<file path="config.mk">
export PLATFORM = sky130hd
export DESIGN_NAME = retry_queue_with_attempt_limit_core
export DESIGN_NICKNAME = d
export VERILOG_FILES = /design/src/rqal_pkg.sv /design/src/rqal_ring.sv /design/src/retry_queue_with_attempt_limit_core.sv
export SDC_FILE = /design/constraint.sdc
export NUM_CORES = 2
export LEC_CHECK = 0
export BUFFER_PORTS_ARGS = -buffer_cell sky130_fd_sc_hd__buf_2
export CAP_MARGIN = 20
export CORE_MARGIN = 4
export CORE_UTILIZATION = 45
export DETAILED_ROUTE_END_ITERATION = 8
export GPL_TIMING_DRIVEN = 0
export SLEW_MARGIN = 10
export SYNTH_ARGS = -nofsm -noshare
export SYNTH_HDL_FRONTEND = slang
export SYNTH_SLANG_ARGS = --single-unit
</file>
<file path="constraint.sdc">
create_clock -name aclk -period 14.5 [get_ports aclk]
set_input_delay 1.45 -clock aclk [delete_from_list [all_inputs] [get_ports aclk]]
set_output_delay 1.45 -clock aclk [all_outputs]
set_load 0.1 [all_outputs]
</file>
<file path="src/rqal_pkg.sv">
`timescale 1ns / 1ps
`default_nettype none

package rqal_pkg;

    localparam int IDW = 32;
    localparam int PLW = 16;
    localparam int ATW = 4;
    localparam int TW  = 32;
    localparam int TOW = 16;
    localparam int EVW = 3;
    localparam int OCW = 5;

    localparam logic [1:0] OP_SUBMIT = 2'd0;
    localparam logic [1:0] OP_ACK    = 2'd1;
    localparam logic [1:0] OP_SWEEP  = 2'd2;
    localparam logic [1:0] OP_NONE   = 2'd3;

    localparam logic [EVW-1:0] EV_SENT    = 3'd0;
    localparam logic [EVW-1:0] EV_QUEUED  = 3'd1;
    localparam logic [EVW-1:0] EV_FULL    = 3'd2;
    localparam logic [EVW-1:0] EV_DROPPED = 3'd3;
    localparam logic [EVW-1:0] EV_ACKED   = 3'd4;
    localparam logic [EVW-1:0] EV_UNKNOWN = 3'd5;
    localparam logic [EVW-1:0] EV_DONE    = 3'd6;

    localparam logic CFG_ATTEMPT_LIMIT = 1'b0;
    localparam logic CFG_TIMEOUT       = 1'b1;

    localparam logic [ATW-1:0] ATTEMPT_MAX   = 4'd15;
    localparam logic [ATW-1:0] LIMIT_RESET   = 4'd5;
    localparam logic [TOW-1:0] TIMEOUT_RESET = 16'd1000;

    typedef struct packed {
        logic [IDW-1:0] id;
        logic [PLW-1:0] payload;
        logic [ATW-1:0] attempts;
        logic           sent;
        logic [TW-1:0]  sent_time;
    } entry_t;

    typedef enum logic [1:0] {
        ST_IDLE,
        ST_SUBMIT,
        ST_SCAN,
        ST_FINAL
    } state_t;

endpackage

`default_nettype wire

</file>
<file path="src/rqal_ring.sv">
`timescale 1ns / 1ps
`default_nettype none

module rqal_ring #(
    parameter int DEPTH = 16
) (
    input  wire                       aclk,
    input  wire                       wr_en,
    input  wire [$clog2(DEPTH)-1:0]   wr_addr,
    input  wire rqal_pkg::entry_t     wr_data,
    input  wire                       rd_en,
    input  wire [$clog2(DEPTH)-1:0]   rd_addr,
    output rqal_pkg::entry_t          rd_data
);

    rqal_pkg::entry_t mem [DEPTH];
    rqal_pkg::entry_t rd_data_reg;

    always_ff @(posedge aclk) begin
        if (wr_en) begin
            mem[wr_addr] <= wr_data;
        end
    end

    always_ff @(posedge aclk) begin
        if (rd_en) begin
            rd_data_reg <= mem[rd_addr];
        end
    end

    assign rd_data = rd_data_reg;

endmodule

`default_nettype wire

</file>
<file path="src/retry_queue_with_attempt_limit_core.sv">
`timescale 1ns / 1ps
`default_nettype none

// Submit: the input beat is registered, the entry is written in the submit state
// and the result beat is registered; the next input beat is taken back in the idle
// state. Acknowledge and sweep: an empty table or a sweep with the link down goes
// straight to the final beat and a found acknowledge ends on its acked beat; the
// table is one ring memory and the scan pops and pushes back one entry per cycle.
// A stalled result beat halts the scan; s_tready is high only between items.
// Reset (aresetn low, synchronous) empties the table, zeroes the id counter and
// restores the register defaults; table memory contents are not cleared.
module retry_queue_with_attempt_limit_core #(
    parameter int DEPTH = 16
) (
    input  wire         aclk,
    input  wire         aresetn,
    input  wire         cfg_wr_en,
    input  wire         cfg_index,
    input  wire [15:0]  cfg_wdata,
    input  wire         s_tvalid,
    output logic        s_tready,
    // payload_handle[15:0], ack_id[47:16], now_ticks[79:48], link_up[80], zeros
    input  wire [87:0]  s_tdata,
    // opcode[1:0]
    input  wire [1:0]   s_tuser,
    output logic        m_tvalid,
    input  wire         m_tready,
    // entry_id[31:0], entry_payload[47:32], attempt_count[51:48],
    // occupancy[56:52], zeros
    output logic [63:0] m_tdata,
    // event_kind[2:0]
    output logic [2:0]  m_tuser,
    output logic        m_tlast
);

    localparam int AW = (DEPTH > 1) ? $clog2(DEPTH) : 1;
    localparam int CW = $clog2(DEPTH + 1);

    rqal_pkg::state_t state_reg, state_next;

    logic [AW-1:0] head_reg, tail_reg;
    logic [CW-1:0] count_reg;
    logic [CW-1:0] rd_left_reg, proc_left_reg;
    logic          rd_valid_reg;
    logic          found_reg;
    logic [31:0]   next_id_reg;

    logic [3:0]    limit_reg;
    logic [15:0]   timeout_reg;

    logic [1:0]    op_reg;
    logic [15:0]   in_payload_reg;
    logic [31:0]   ack_reg;
    logic [31:0]   now_reg;
    logic          link_reg;

    logic          out_valid_reg;
    logic [2:0]    out_kind_reg;
    logic [31:0]   out_id_reg;
    logic [15:0]   out_payload_reg;
    logic [3:0]    out_attempts_reg;
    logic [4:0]    out_occ_reg;
    logic          out_last_reg;

    rqal_pkg::entry_t rd_entry;
    rqal_pkg::entry_t wr_entry;
    logic [AW-1:0]    wr_addr;
    logic             wr_en;
    logic             rd_en;

    logic          in_fire;
    logic          out_free;
    logic          emit;
    logic [2:0]    ev_kind;
    logic [31:0]   ev_id;
    logic [15:0]   ev_payload;
    logic [3:0]    ev_attempts;
    logic [CW-1:0] ev_count;
    logic          ev_last;
    logic          proc_fire;
    logic          scan_done;
    logic          found_now;
    logic          submit_ok;
    logic          count_dec;
    logic          due;
    logic          drop;
    logic          match;
    logic [31:0]   elapsed;
    logic [3:0]    attempts_inc;
    logic [AW-1:0] head_inc, tail_inc;

    assign in_fire  = s_tvalid && s_tready;
    assign out_free = !out_valid_reg || m_tready;
    assign head_inc = (head_reg == AW'(DEPTH - 1)) ? '0 : head_reg + AW'(1);
    assign tail_inc = (tail_reg == AW'(DEPTH - 1)) ? '0 : tail_reg + AW'(1);

    // Per-entry decisions for the entry held in the read register.
    assign elapsed      = now_reg - rd_entry.sent_time;
    assign due          = !rd_entry.sent || (elapsed >= {16'd0, timeout_reg});
    assign drop         = due && (rd_entry.attempts >= limit_reg);
    assign match        = !found_reg && (rd_entry.id == ack_reg);
    assign attempts_inc = (rd_entry.attempts == rqal_pkg::ATTEMPT_MAX) ?
                          rd_entry.attempts : rd_entry.attempts + 4'd1;

    rqal_ring #(
        .DEPTH(DEPTH)
    ) u_ring (
        .aclk    (aclk),
        .wr_en   (wr_en),
        .wr_addr (wr_addr),
        .wr_data (wr_entry),
        .rd_en   (rd_en),
        .rd_addr (head_reg),
        .rd_data (rd_entry)
    );

    always_comb begin
        state_next = state_reg;
        unique case (state_reg)
            rqal_pkg::ST_IDLE: begin
                if (in_fire) begin
                    unique case (s_tuser)
                        rqal_pkg::OP_SUBMIT: state_next = rqal_pkg::ST_SUBMIT;
                        rqal_pkg::OP_ACK: begin
                            state_next = (count_reg == '0) ? rqal_pkg::ST_FINAL
                                                           : rqal_pkg::ST_SCAN;
                        end
                        rqal_pkg::OP_SWEEP: begin
                            state_next = (s_tdata[80] && count_reg != '0) ?
                                         rqal_pkg::ST_SCAN : rqal_pkg::ST_FINAL;
                        end
                        rqal_pkg::OP_NONE: state_next = rqal_pkg::ST_IDLE;
                    endcase
                end
            end
            rqal_pkg::ST_SUBMIT: begin
                if (out_free) begin
                    state_next = rqal_pkg::ST_IDLE;
                end
            end
            rqal_pkg::ST_SCAN: begin
                if (scan_done) begin
                    if (op_reg == rqal_pkg::OP_ACK && (found_reg || found_now)) begin
                        state_next = rqal_pkg::ST_IDLE;
                    end else begin
                        state_next = rqal_pkg::ST_FINAL;
                    end
                end
            end
            rqal_pkg::ST_FINAL: begin
                if (out_free) begin
                    state_next = rqal_pkg::ST_IDLE;
                end
            end
            default: state_next = rqal_pkg::ST_IDLE;
        endcase
    end

    always_comb begin
        s_tready    = 1'b0;
        emit        = 1'b0;
        ev_kind     = rqal_pkg::EV_DONE;
        ev_id       = '0;
        ev_payload  = '0;
        ev_attempts = '0;
        ev_count    = count_reg;
        ev_last     = 1'b0;
        proc_fire   = 1'b0;
        scan_done   = 1'b0;
        found_now   = 1'b0;
        submit_ok   = 1'b0;
        count_dec   = 1'b0;
        rd_en       = 1'b0;
        wr_en       = 1'b0;
        wr_addr     = tail_reg;
        wr_entry    = rd_entry;
        unique case (state_reg)
            rqal_pkg::ST_IDLE: begin
                s_tready = 1'b1;
            end
            rqal_pkg::ST_SUBMIT: begin
                if (out_free) begin
                    emit    = 1'b1;
                    ev_last = 1'b1;
                    if (count_reg == CW'(DEPTH)) begin
                        ev_kind = rqal_pkg::EV_FULL;
                    end else begin
                        submit_ok          = 1'b1;
                        wr_en              = 1'b1;
                        wr_entry.id        = next_id_reg;
                        wr_entry.payload   = in_payload_reg;
                        wr_entry.attempts  = link_reg ? 4'd1 : 4'd0;
                        wr_entry.sent      = link_reg;
                        wr_entry.sent_time = link_reg ? now_reg : 32'd0;
                        ev_kind     = link_reg ? rqal_pkg::EV_SENT : rqal_pkg::EV_QUEUED;
                        ev_id       = next_id_reg;
                        ev_payload  = in_payload_reg;
                        ev_attempts = link_reg ? 4'd1 : 4'd0;
                        ev_count    = count_reg + CW'(1);
                    end
                end
            end
            rqal_pkg::ST_SCAN: begin
                if (rd_valid_reg) begin
                    if (op_reg == rqal_pkg::OP_ACK) begin
                        if (match) begin
                            proc_fire   = out_free;
                            emit        = out_free;
                            found_now   = out_free;
                            count_dec   = out_free;
                            ev_kind     = rqal_pkg::EV_ACKED;
                            ev_id       = ack_reg;
                            ev_payload  = rd_entry.payload;
                            ev_attempts = rd_entry.attempts;
                            ev_count    = count_reg - CW'(1);
                            ev_last     = 1'b1;
                        end else begin
                            proc_fire = 1'b1;
                            wr_en     = 1'b1;
                        end
                    end else begin
                        if (!due) begin
                            // Still in flight: goes back to the tail untouched.
                            proc_fire = 1'b1;
                            wr_en     = 1'b1;
                        end else if (drop) begin
                            proc_fire   = out_free;
                            emit        = out_free;
                            count_dec   = out_free;
                            ev_kind     = rqal_pkg::EV_DROPPED;
                            ev_id       = rd_entry.id;
                            ev_payload  = rd_entry.payload;
                            ev_attempts = rd_entry.attempts;
                            ev_count    = count_reg - CW'(1);
                        end else begin
                            proc_fire          = out_free;
                            emit               = out_free;
                            wr_en              = out_free;
                            wr_entry.attempts  = attempts_inc;
                            wr_entry.sent      = 1'b1;
                            wr_entry.sent_time = now_reg;
                            ev_kind     = rqal_pkg::EV_SENT;
                            ev_id       = rd_entry.id;
                            ev_payload  = rd_entry.payload;
                            ev_attempts = attempts_inc;
                        end
                    end
                end
                scan_done = proc_fire && (proc_left_reg == CW'(1));
                rd_en     = (rd_left_reg != '0) && (!rd_valid_reg || proc_fire);
            end
            rqal_pkg::ST_FINAL: begin
                if (out_free) begin
                    emit    = 1'b1;
                    ev_last = 1'b1;
                    if (op_reg == rqal_pkg::OP_ACK) begin
                        ev_kind = rqal_pkg::EV_UNKNOWN;
                        ev_id   = ack_reg;
                    end else begin
                        ev_kind = rqal_pkg::EV_DONE;
                    end
                end
            end
            default: begin
                s_tready = 1'b0;
            end
        endcase
    end

    always_ff @(posedge aclk) begin
        if (!aresetn) begin
            state_reg     <= rqal_pkg::ST_IDLE;
            head_reg      <= '0;
            tail_reg      <= '0;
            count_reg     <= '0;
            rd_left_reg   <= '0;
            proc_left_reg <= '0;
            rd_valid_reg  <= 1'b0;
            found_reg     <= 1'b0;
            next_id_reg   <= '0;
            limit_reg     <= rqal_pkg::LIMIT_RESET;
            timeout_reg   <= rqal_pkg::TIMEOUT_RESET;
            out_valid_reg <= 1'b0;
        end else begin
            state_reg <= state_next;

            if (cfg_wr_en) begin
                if (cfg_index == rqal_pkg::CFG_ATTEMPT_LIMIT) begin
                    limit_reg <= cfg_wdata[3:0];
                end else begin
                    timeout_reg <= cfg_wdata;
                end
            end

            if (in_fire) begin
                rd_left_reg   <= count_reg;
                proc_left_reg <= count_reg;
                found_reg     <= 1'b0;
                rd_valid_reg  <= 1'b0;
            end else begin
                if (rd_en) begin
                    rd_left_reg <= rd_left_reg - CW'(1);
                end
                if (proc_fire) begin
                    proc_left_reg <= proc_left_reg - CW'(1);
                end
                if (found_now) begin
                    found_reg <= 1'b1;
                end
                if (rd_en) begin
                    rd_valid_reg <= 1'b1;
                end else if (proc_fire) begin
                    rd_valid_reg <= 1'b0;
                end
            end

            // The head pops on every read and the tail pushes on every write.
            if (rd_en) begin
                head_reg <= head_inc;
            end
            if (wr_en) begin
                tail_reg <= tail_inc;
            end

            if (submit_ok) begin
                count_reg   <= count_reg + CW'(1);
                next_id_reg <= next_id_reg + 32'd1;
            end else if (count_dec) begin
                count_reg <= count_reg - CW'(1);
            end

            if (emit) begin
                out_valid_reg <= 1'b1;
            end else if (m_tready) begin
                out_valid_reg <= 1'b0;
            end
        end
    end

    always_ff @(posedge aclk) begin
        if (in_fire) begin
            op_reg         <= s_tuser;
            in_payload_reg <= s_tdata[15:0];
            ack_reg        <= s_tdata[47:16];
            now_reg        <= s_tdata[79:48];
            link_reg       <= s_tdata[80];
        end
        if (emit) begin
            out_kind_reg     <= ev_kind;
            out_id_reg       <= ev_id;
            out_payload_reg  <= ev_payload;
            out_attempts_reg <= ev_attempts;
            out_occ_reg      <= 5'(ev_count);
            out_last_reg     <= ev_last;
        end
    end

    assign m_tvalid = out_valid_reg;
    assign m_tuser  = out_kind_reg;
    assign m_tlast  = out_last_reg;
    assign m_tdata  = {7'd0, out_occ_reg, out_attempts_reg, out_payload_reg, out_id_reg};

endmodule

`default_nettype wire

</file>
* Yosys cells after proc, flatten, opt, wreduce, memory -nomap -nowiden
Memory sizes are Yosys's and may differ from the RTL's. A register that Yosys moved wholly into a read port is not among the register bits.
Cells that the tools add are included.
** Storage, ports and cells
- Register bits after elaboration :: 224
- Memory bits (writable) :: 1360
- Logic and storage cells :: 195
- Memories kept :: 1
** Memory list
- u_ring.mem :: words 16, width 85, rd ports 1, clocked after memory_dff 1, write ports 1, line rqal_ring.sv:16 : rqal_pkg::entry_t mem [DEPTH];
** Operators by class
- Order comparisons :: 2
- Multiplexer cells :: 112
- Bitwise logic cells :: 2
- Add/sub/neg operators :: 9
- Reductions and logical operators :: 30
- Equality and inequality tests :: 16
** Operator list (number)
- $mux 32 :: 9
- $mux 85 :: 2
- $mux 37 :: 4
- $mux 16 :: 6
- $pmux 32 s3 :: 1
- $pmux 37 s2 :: 1
- $mux 5 :: 13
- $mux 48 :: 1
- $mux 1 :: 45
- $add 32x1->32 const B :: 1
- $eq 32x32->1 :: 1
- $ge 32x16->1 :: 1
- $mux 4 :: 8
- $pmux 16 s2 :: 1
- $sub 32x32->32 :: 1
- $mux 2 :: 9
- $sub 5x1->5 const B :: 3
- $add 4x1->4 const B :: 3
- $eq 4x4->1 const B :: 3
- $mux 3 :: 4
- $pmux 5 s2 :: 1
- $reduce_bool 2->1 :: 5
- $reduce_bool 5->1 :: 2
- $pmux 3 s3 :: 1
- 21 further kinds :: 45

* Longest topological paths before layout
- Depth in word-level cells :: 12
- Depth in mapped cells :: 26
- Depth with buffers taken out :: 24

* By module
From an unflattened synthesis, not the netlist that was laid out.
** Second synthesis, totals
- Cells, all modules :: 3690
- Area total of the unflattened synthesis :: 67229.5 um2
** By module, submodules not included
- rqal_ring :: area an instance 53371.2 um2, cells an instance 2180, instances 1
- retry_queue_with_attempt_limit_core :: area an instance 13858.3 um2, cells an instance 1510, instances 1

* Worst setup path after synthesis
OpenSTA, ideal clock, no wires.
- Path kind :: register -> register
- Start :: register, netlist name u_ring.rd_data[0]
- End :: memory u_ring.mem[3][0] (netlist bit), enable pin
- Cell stages (with the launch flop) :: 25
- Arrival time :: 10314 ps
- Slack :: 3554 ps
- Period minus slack after synthesis :: 10946 ps
- Data required time :: 13868 ps
- Library setup time :: 632 ps
- Cell sequence :: edfxtp_1 -> ha_1 -> fa_1 -> nand2b_1 -> a21oi_1 -> o21ai_0 -> nor2_1 -> o21ai_0 -> nand2b_1 -> a21oi_1 -> xnor2_1 -> ha_1 -> nand4_1 -> or2_2 -> o211ai_1 -> or4b_1 -> a311o_1 -> nor4_1 -> nand4_1 -> a2111oi_2 -> a21oi_1 -> buf_6 -> a21oi_4 -> nand2_1 -> nor3_1
** On the way
- Cells in the longest elaborated chain, start to end :: 11
** RTL lines
- $sub 32x32->32 * :: line retry_queue_with_attempt_limit_core.sv:98 : assign elapsed = now_reg - rd_entry.sent_time;
- $ge 32x16->1 * :: line retry_queue_with_attempt_limit_core.sv:99 : assign due = !rd_entry.sent || (elapsed >= {16'd0, timeout_reg});
- $logic_or 1x1->1 * :: line retry_queue_with_attempt_limit_core.sv:99
- $logic_and 1x1->1 :: line retry_queue_with_attempt_limit_core.sv:100 : assign drop = due && (rd_entry.attempts >= limit_reg);
- $mux 1 :: line retry_queue_with_attempt_limit_core.sv:226 : end else if (drop) begin
- $mux 1 * :: line retry_queue_with_attempt_limit_core.sv:222 : if (!due) begin
- $mux 1 * :: line retry_queue_with_attempt_limit_core.sv:205 : if (op_reg == rqal_pkg::OP_ACK) begin
- $mux 1 * :: line retry_queue_with_attempt_limit_core.sv:204 : if (rd_valid_reg) begin
- $pmux 1 s2 * :: line retry_queue_with_attempt_limit_core.sv:177 : unique case (state_reg)
- $mux 1 * :: line rqal_ring.sv:20 : if (wr_en) begin
- $mux 1 (implied by the code) * :: line rqal_ring.sv:21 : mem[wr_addr] <= wr_data;
- end: declaration :: line rqal_ring.sv:16
Every way passes the cells marked *; elsewhere a longest branch is shown, timed or not.

* Worst setup path in the final report
- Start :: register now_reg[3]
- End :: memory u_ring.mem[3][29] (netlist bit), enable pin
** On the way
- Cells in the longest elaborated chain, start to end :: 11
** RTL lines
- start: declaration :: line retry_queue_with_attempt_limit_core.sv:54 : logic [31:0] now_reg;
- start signal: assignment :: line retry_queue_with_attempt_limit_core.sv:345 : now_reg <= s_tdata[79:48];
- $sub 32x32->32 * :: line retry_queue_with_attempt_limit_core.sv:98
- $ge 32x16->1 * :: line retry_queue_with_attempt_limit_core.sv:99
- $logic_or 1x1->1 * :: line retry_queue_with_attempt_limit_core.sv:99
- $logic_and 1x1->1 :: line retry_queue_with_attempt_limit_core.sv:100
- $mux 1 :: line retry_queue_with_attempt_limit_core.sv:226
- $mux 1 * :: line retry_queue_with_attempt_limit_core.sv:222
- $mux 1 * :: line retry_queue_with_attempt_limit_core.sv:205
- $mux 1 * :: line retry_queue_with_attempt_limit_core.sv:204
- $pmux 1 s2 * :: line retry_queue_with_attempt_limit_core.sv:177
- $mux 1 * :: line rqal_ring.sv:20
- $mux 1 (implied by the code) * :: line rqal_ring.sv:21
Marks and branches as above.

==> run_results.csv <==
group,metric,value,unit
drt,vias,36400,
timing,worstMarginPinSlew,1.23,ns
synthesis,synth_edf_count,1589,
synthesis,synth_warnings,0,
timing,rsz0062_at_grt,"false",
timing,period_needed,8.67,ns
synthesis,seq_area_frac_synth,73.5,%
clock_network,clock_path_buffers,3,
clock_network,cts_buffers,169,
clock_network,cts_resized,0,
worst_setup_path,arrival,9.16,ns
worst_hold_path,min_path_type,"register to register",
die,dieArea,155000,µm²
power_and_ir_drop,irDropWorstVdd,121,µV
cells_and_area,drive_gt1_share,25.3,%
outcome,outcome,"completed",
timing,fin_crit_sh,59.8,%
clock_network,cts_tree,"yes",
worst_setup_path,critical_path_required,14.99,ns
die,die_x,394,µm
timing,setup_viol,0,
run,drv_cap,0,
timing,skew,0.0360,ns
worst_setup_path,worst_setup_path_start_kind,"register",
cells_and_area,largest_register_ff_count,1360,
cells_and_area,syn_to_final_growth,16.7,%
drt,routed_wl,182000,µm
drt,detail_route.drc_violations,0,
synthesis,synth_area_leaders,"edfxtp_1, mux4_2, dfxtp_1, nand2_1, ha_1",
synthesis,ys.flop_type,"edfxtp_1",
clock_network,htree_levels,4,
global_routing,grt_pass1_wl,261000,µm
power_and_ir_drop,p_leak,25.3,nW
power_and_ir_drop,p_per_area,171,nW/µm²
worst_setup_path,endpoint_kind,"register",
global_routing,grt_usage,23.3,%
die,die_h,394,µm
worst_setup_path,worst-setup-path-type,"register to register",
global_routing,grt_antenna_before_repair,3,
place,placed_cell_area,72800,µm²
synthesis,synthTopCellsByCount,"edfxtp_1, mux4_2, nand2_1",
drt,ant_nets,0,
global_routing,grt_overflow,0,
drt,avgViaCountPerCell,6.00,
synthesis,async_reset_ff_share,0,%
clock_network,post_cts_buffers,0,
timing,relSlewSlack,18.0,%
place,numPortBuffers,167,
synthesis,syn_area,67100,µm²
drt,drtPass1Iterations,8,
die,num_rows,141,
place,routabilityCongestion,0.885,
clock_network,clk_latency,0.81,ns
synthesis,yosysMostFrequentCell,"edfxtp_1",
power_and_ir_drop,finalPower,13.4,mW
drt,wire_per_inst,30.0,µm
synthesis,synth_top_cell_area_share,71.1,%
synthesis,yosysTopAreaCell,"edfxtp_1",
cells_and_area,n_fill_cell,11600,
timing,hold_viol,0,
clock_network,clock_sinks,1669,
clock_network,cts_root_buf,"clkbuf_16",
die,start_util,45.3,%
synthesis,synth_seq_cells,1669,
worst_setup_path,path_max_fanout,10,
drt,drt_iter0_drc,4132,
cells_and_area,finish.instance_area,78300,µm²
clock_network,holdBufCountCts,0,
timing,slew_viol_final,0,
synthesis,synth_cells,3491,
global_routing,grt_max_degree,63,
timing,max_freq,0.115,GHz
clock_network,clk_pin_slew,0.06,ns
die,core_area,148000,µm²
cells_and_area,final_nets,4185,
synthesis,syn-mean-instance-area,19.2,µm²
die,ios,182,
place,hpwl,122000,µm
global_routing,grt_pass1_vias,36200,
synthesis,synth_cell_type_count,78,
==> placed cells by master, fill, tap and decap left out, types with 12 or more instances in the layout <==
cell type | netlist | final
and3_1 | 22 | 22
edfxtp_1 | 1589 | 1589
xor2_1 | 60 | 60
buf_16 | 0 | 20
a22o_1 | 52 | 52
mux4_2 | 425 | 425
dfxtp_1 | 80 | 80
a31oi_1 | 12 | 12
nor3_1 | 34 | 29
clkbuf_16 | 0 | 173
xnor2_1 | 27 | 27
a21oi_1 | 83 | 83
buf_12 | 0 | 43
a22oi_1 | 64 | 64
nand3_1 | 36 | 36
o22ai_1 | 35 | 35
a21o_1 | 30 | 30
nand2b_1 | 19 | 19
buf_4 | 7 | 50
nand2_1 | 259 | 259
nor2_4 | 0 | 12
nor4_1 | 12 | 12
nand4_1 | 20 | 20
ha_1 | 72 | 72
nor2_1 | 96 | 83
buf_8 | 0 | 18
clkinv_2 | 0 | 26
buf_2 | 6 | 175
buf_1 | 25 | 22
o21ai_0 | 45 | 44
clkinv_1 | 1 | 48
inv_1 | 79 | 79
clkbuf_1 | 143 | 165
o211ai_1 | 15 | 15
buf_6 | 1 | 43
==> final cells by class <==
class                   count  area (µm²)  area share (%)
well taps                1930        2410            3.08
clock buffers             199        4430            5.65
multi-input cells        1565       16900            21.6
inverters                  81         309           0.395
flip-flops and latches   1669       49300            63.0
repair buffers            332        3300            4.21
clock inverters           107         911            1.16
plain buffers             182         743           0.949
diodes                      1        2.50         0.00320
==> per-layer routing <==
layer | GRT usage (%) | vias up | wire length, µm
met5 | 0 | - | 0
met4 | 6.28 | 0 | 4560
met3 | 3.81 | 274 | 12600
met2 | 38.2 | 1505 | 89500
met1 | 32.7 | 19300 | 75400
li1 | - | 15300 | -
==> through the flow <==
stage	cells	worst slack [ns]	setup TNS, ns	hold slack, ns	utilization [%]
global route	6065	5.55	0	0.480	52.9
detailed placement	5746	5.96	0	0.452	49.2
CTS	6052	5.89	0	0.460	52.8
global placement	5594	-7.69	-4018.56	0.447	47.5
finish	6066	5.83	0	0.458	52.9
floorplan	3497	3.55	0	0.436	-
==> cells by family after synthesis <==
family	Yosys count	synth area share, %
other	1	0.00559
flip-flops	1669	73.5
adder cells (fa/ha/maj)	73	1.37
multiplexers	437	14.4
AO/OA/AOI/OAI	411	4.27
AND/OR/NAND/NOR	550	3.74
XOR/XNOR	87	1.14
buffers and inverters	263	1.53
==> critical path, stage by stage, from the launching register on <==
cell and delay, ns:
edfxtp_1 0.47, ha_1 0.41, o211ai_1 0.11, a21oi_1 0.36, o211ai_1 0.19, a21oi_1 0.55
o21ai_0 0.32, xnor2_1 0.19, ha_1 0.32, nand2_1 0.08, a2bb2oi_1 0.16, o211ai_1 0.19
or4b_1 0.55, a311o_1 0.29, nor4_1 0.40, nand4_1 0.17, a2111oi_2 0.50, a21oi_1 0.35
buf_6 0.29, a21oi_4 0.27, nand2_1 0.31, nor3_2 0.71, buf_4 0.34, buf_4 0.24
buf_6 0.18, buf_4 0.21, buf_6 0.18
==> where the power goes <==
group / leakage, nW / internal (mW) / total [mW] / switching, mW
clock: 2.58 / 2.37 / 4.20 / 1.84
sequential: 15.0 / 6.11 / 6.27 / 0.156
combinational: 7.63 / 0.921 / 2.95 / 2.03
==> path summary, 6_finish.rpt <==
check | startpoint | endpoint | depth (start not counted) | slack [ns]
worst max-delay path | now_reg[3] | u_ring.mem[3][29] | 26 | 5.83
worst min-delay path | timeout_reg[10] | timeout_reg[10] | 2 | 0.46
worst max register to register | now_reg[3] | u_ring.mem[3][29] | 26 | 5.83
worst min register to register | timeout_reg[10] | timeout_reg[10] | 2 | 0.46
Power figures use the tool's default switching activity.
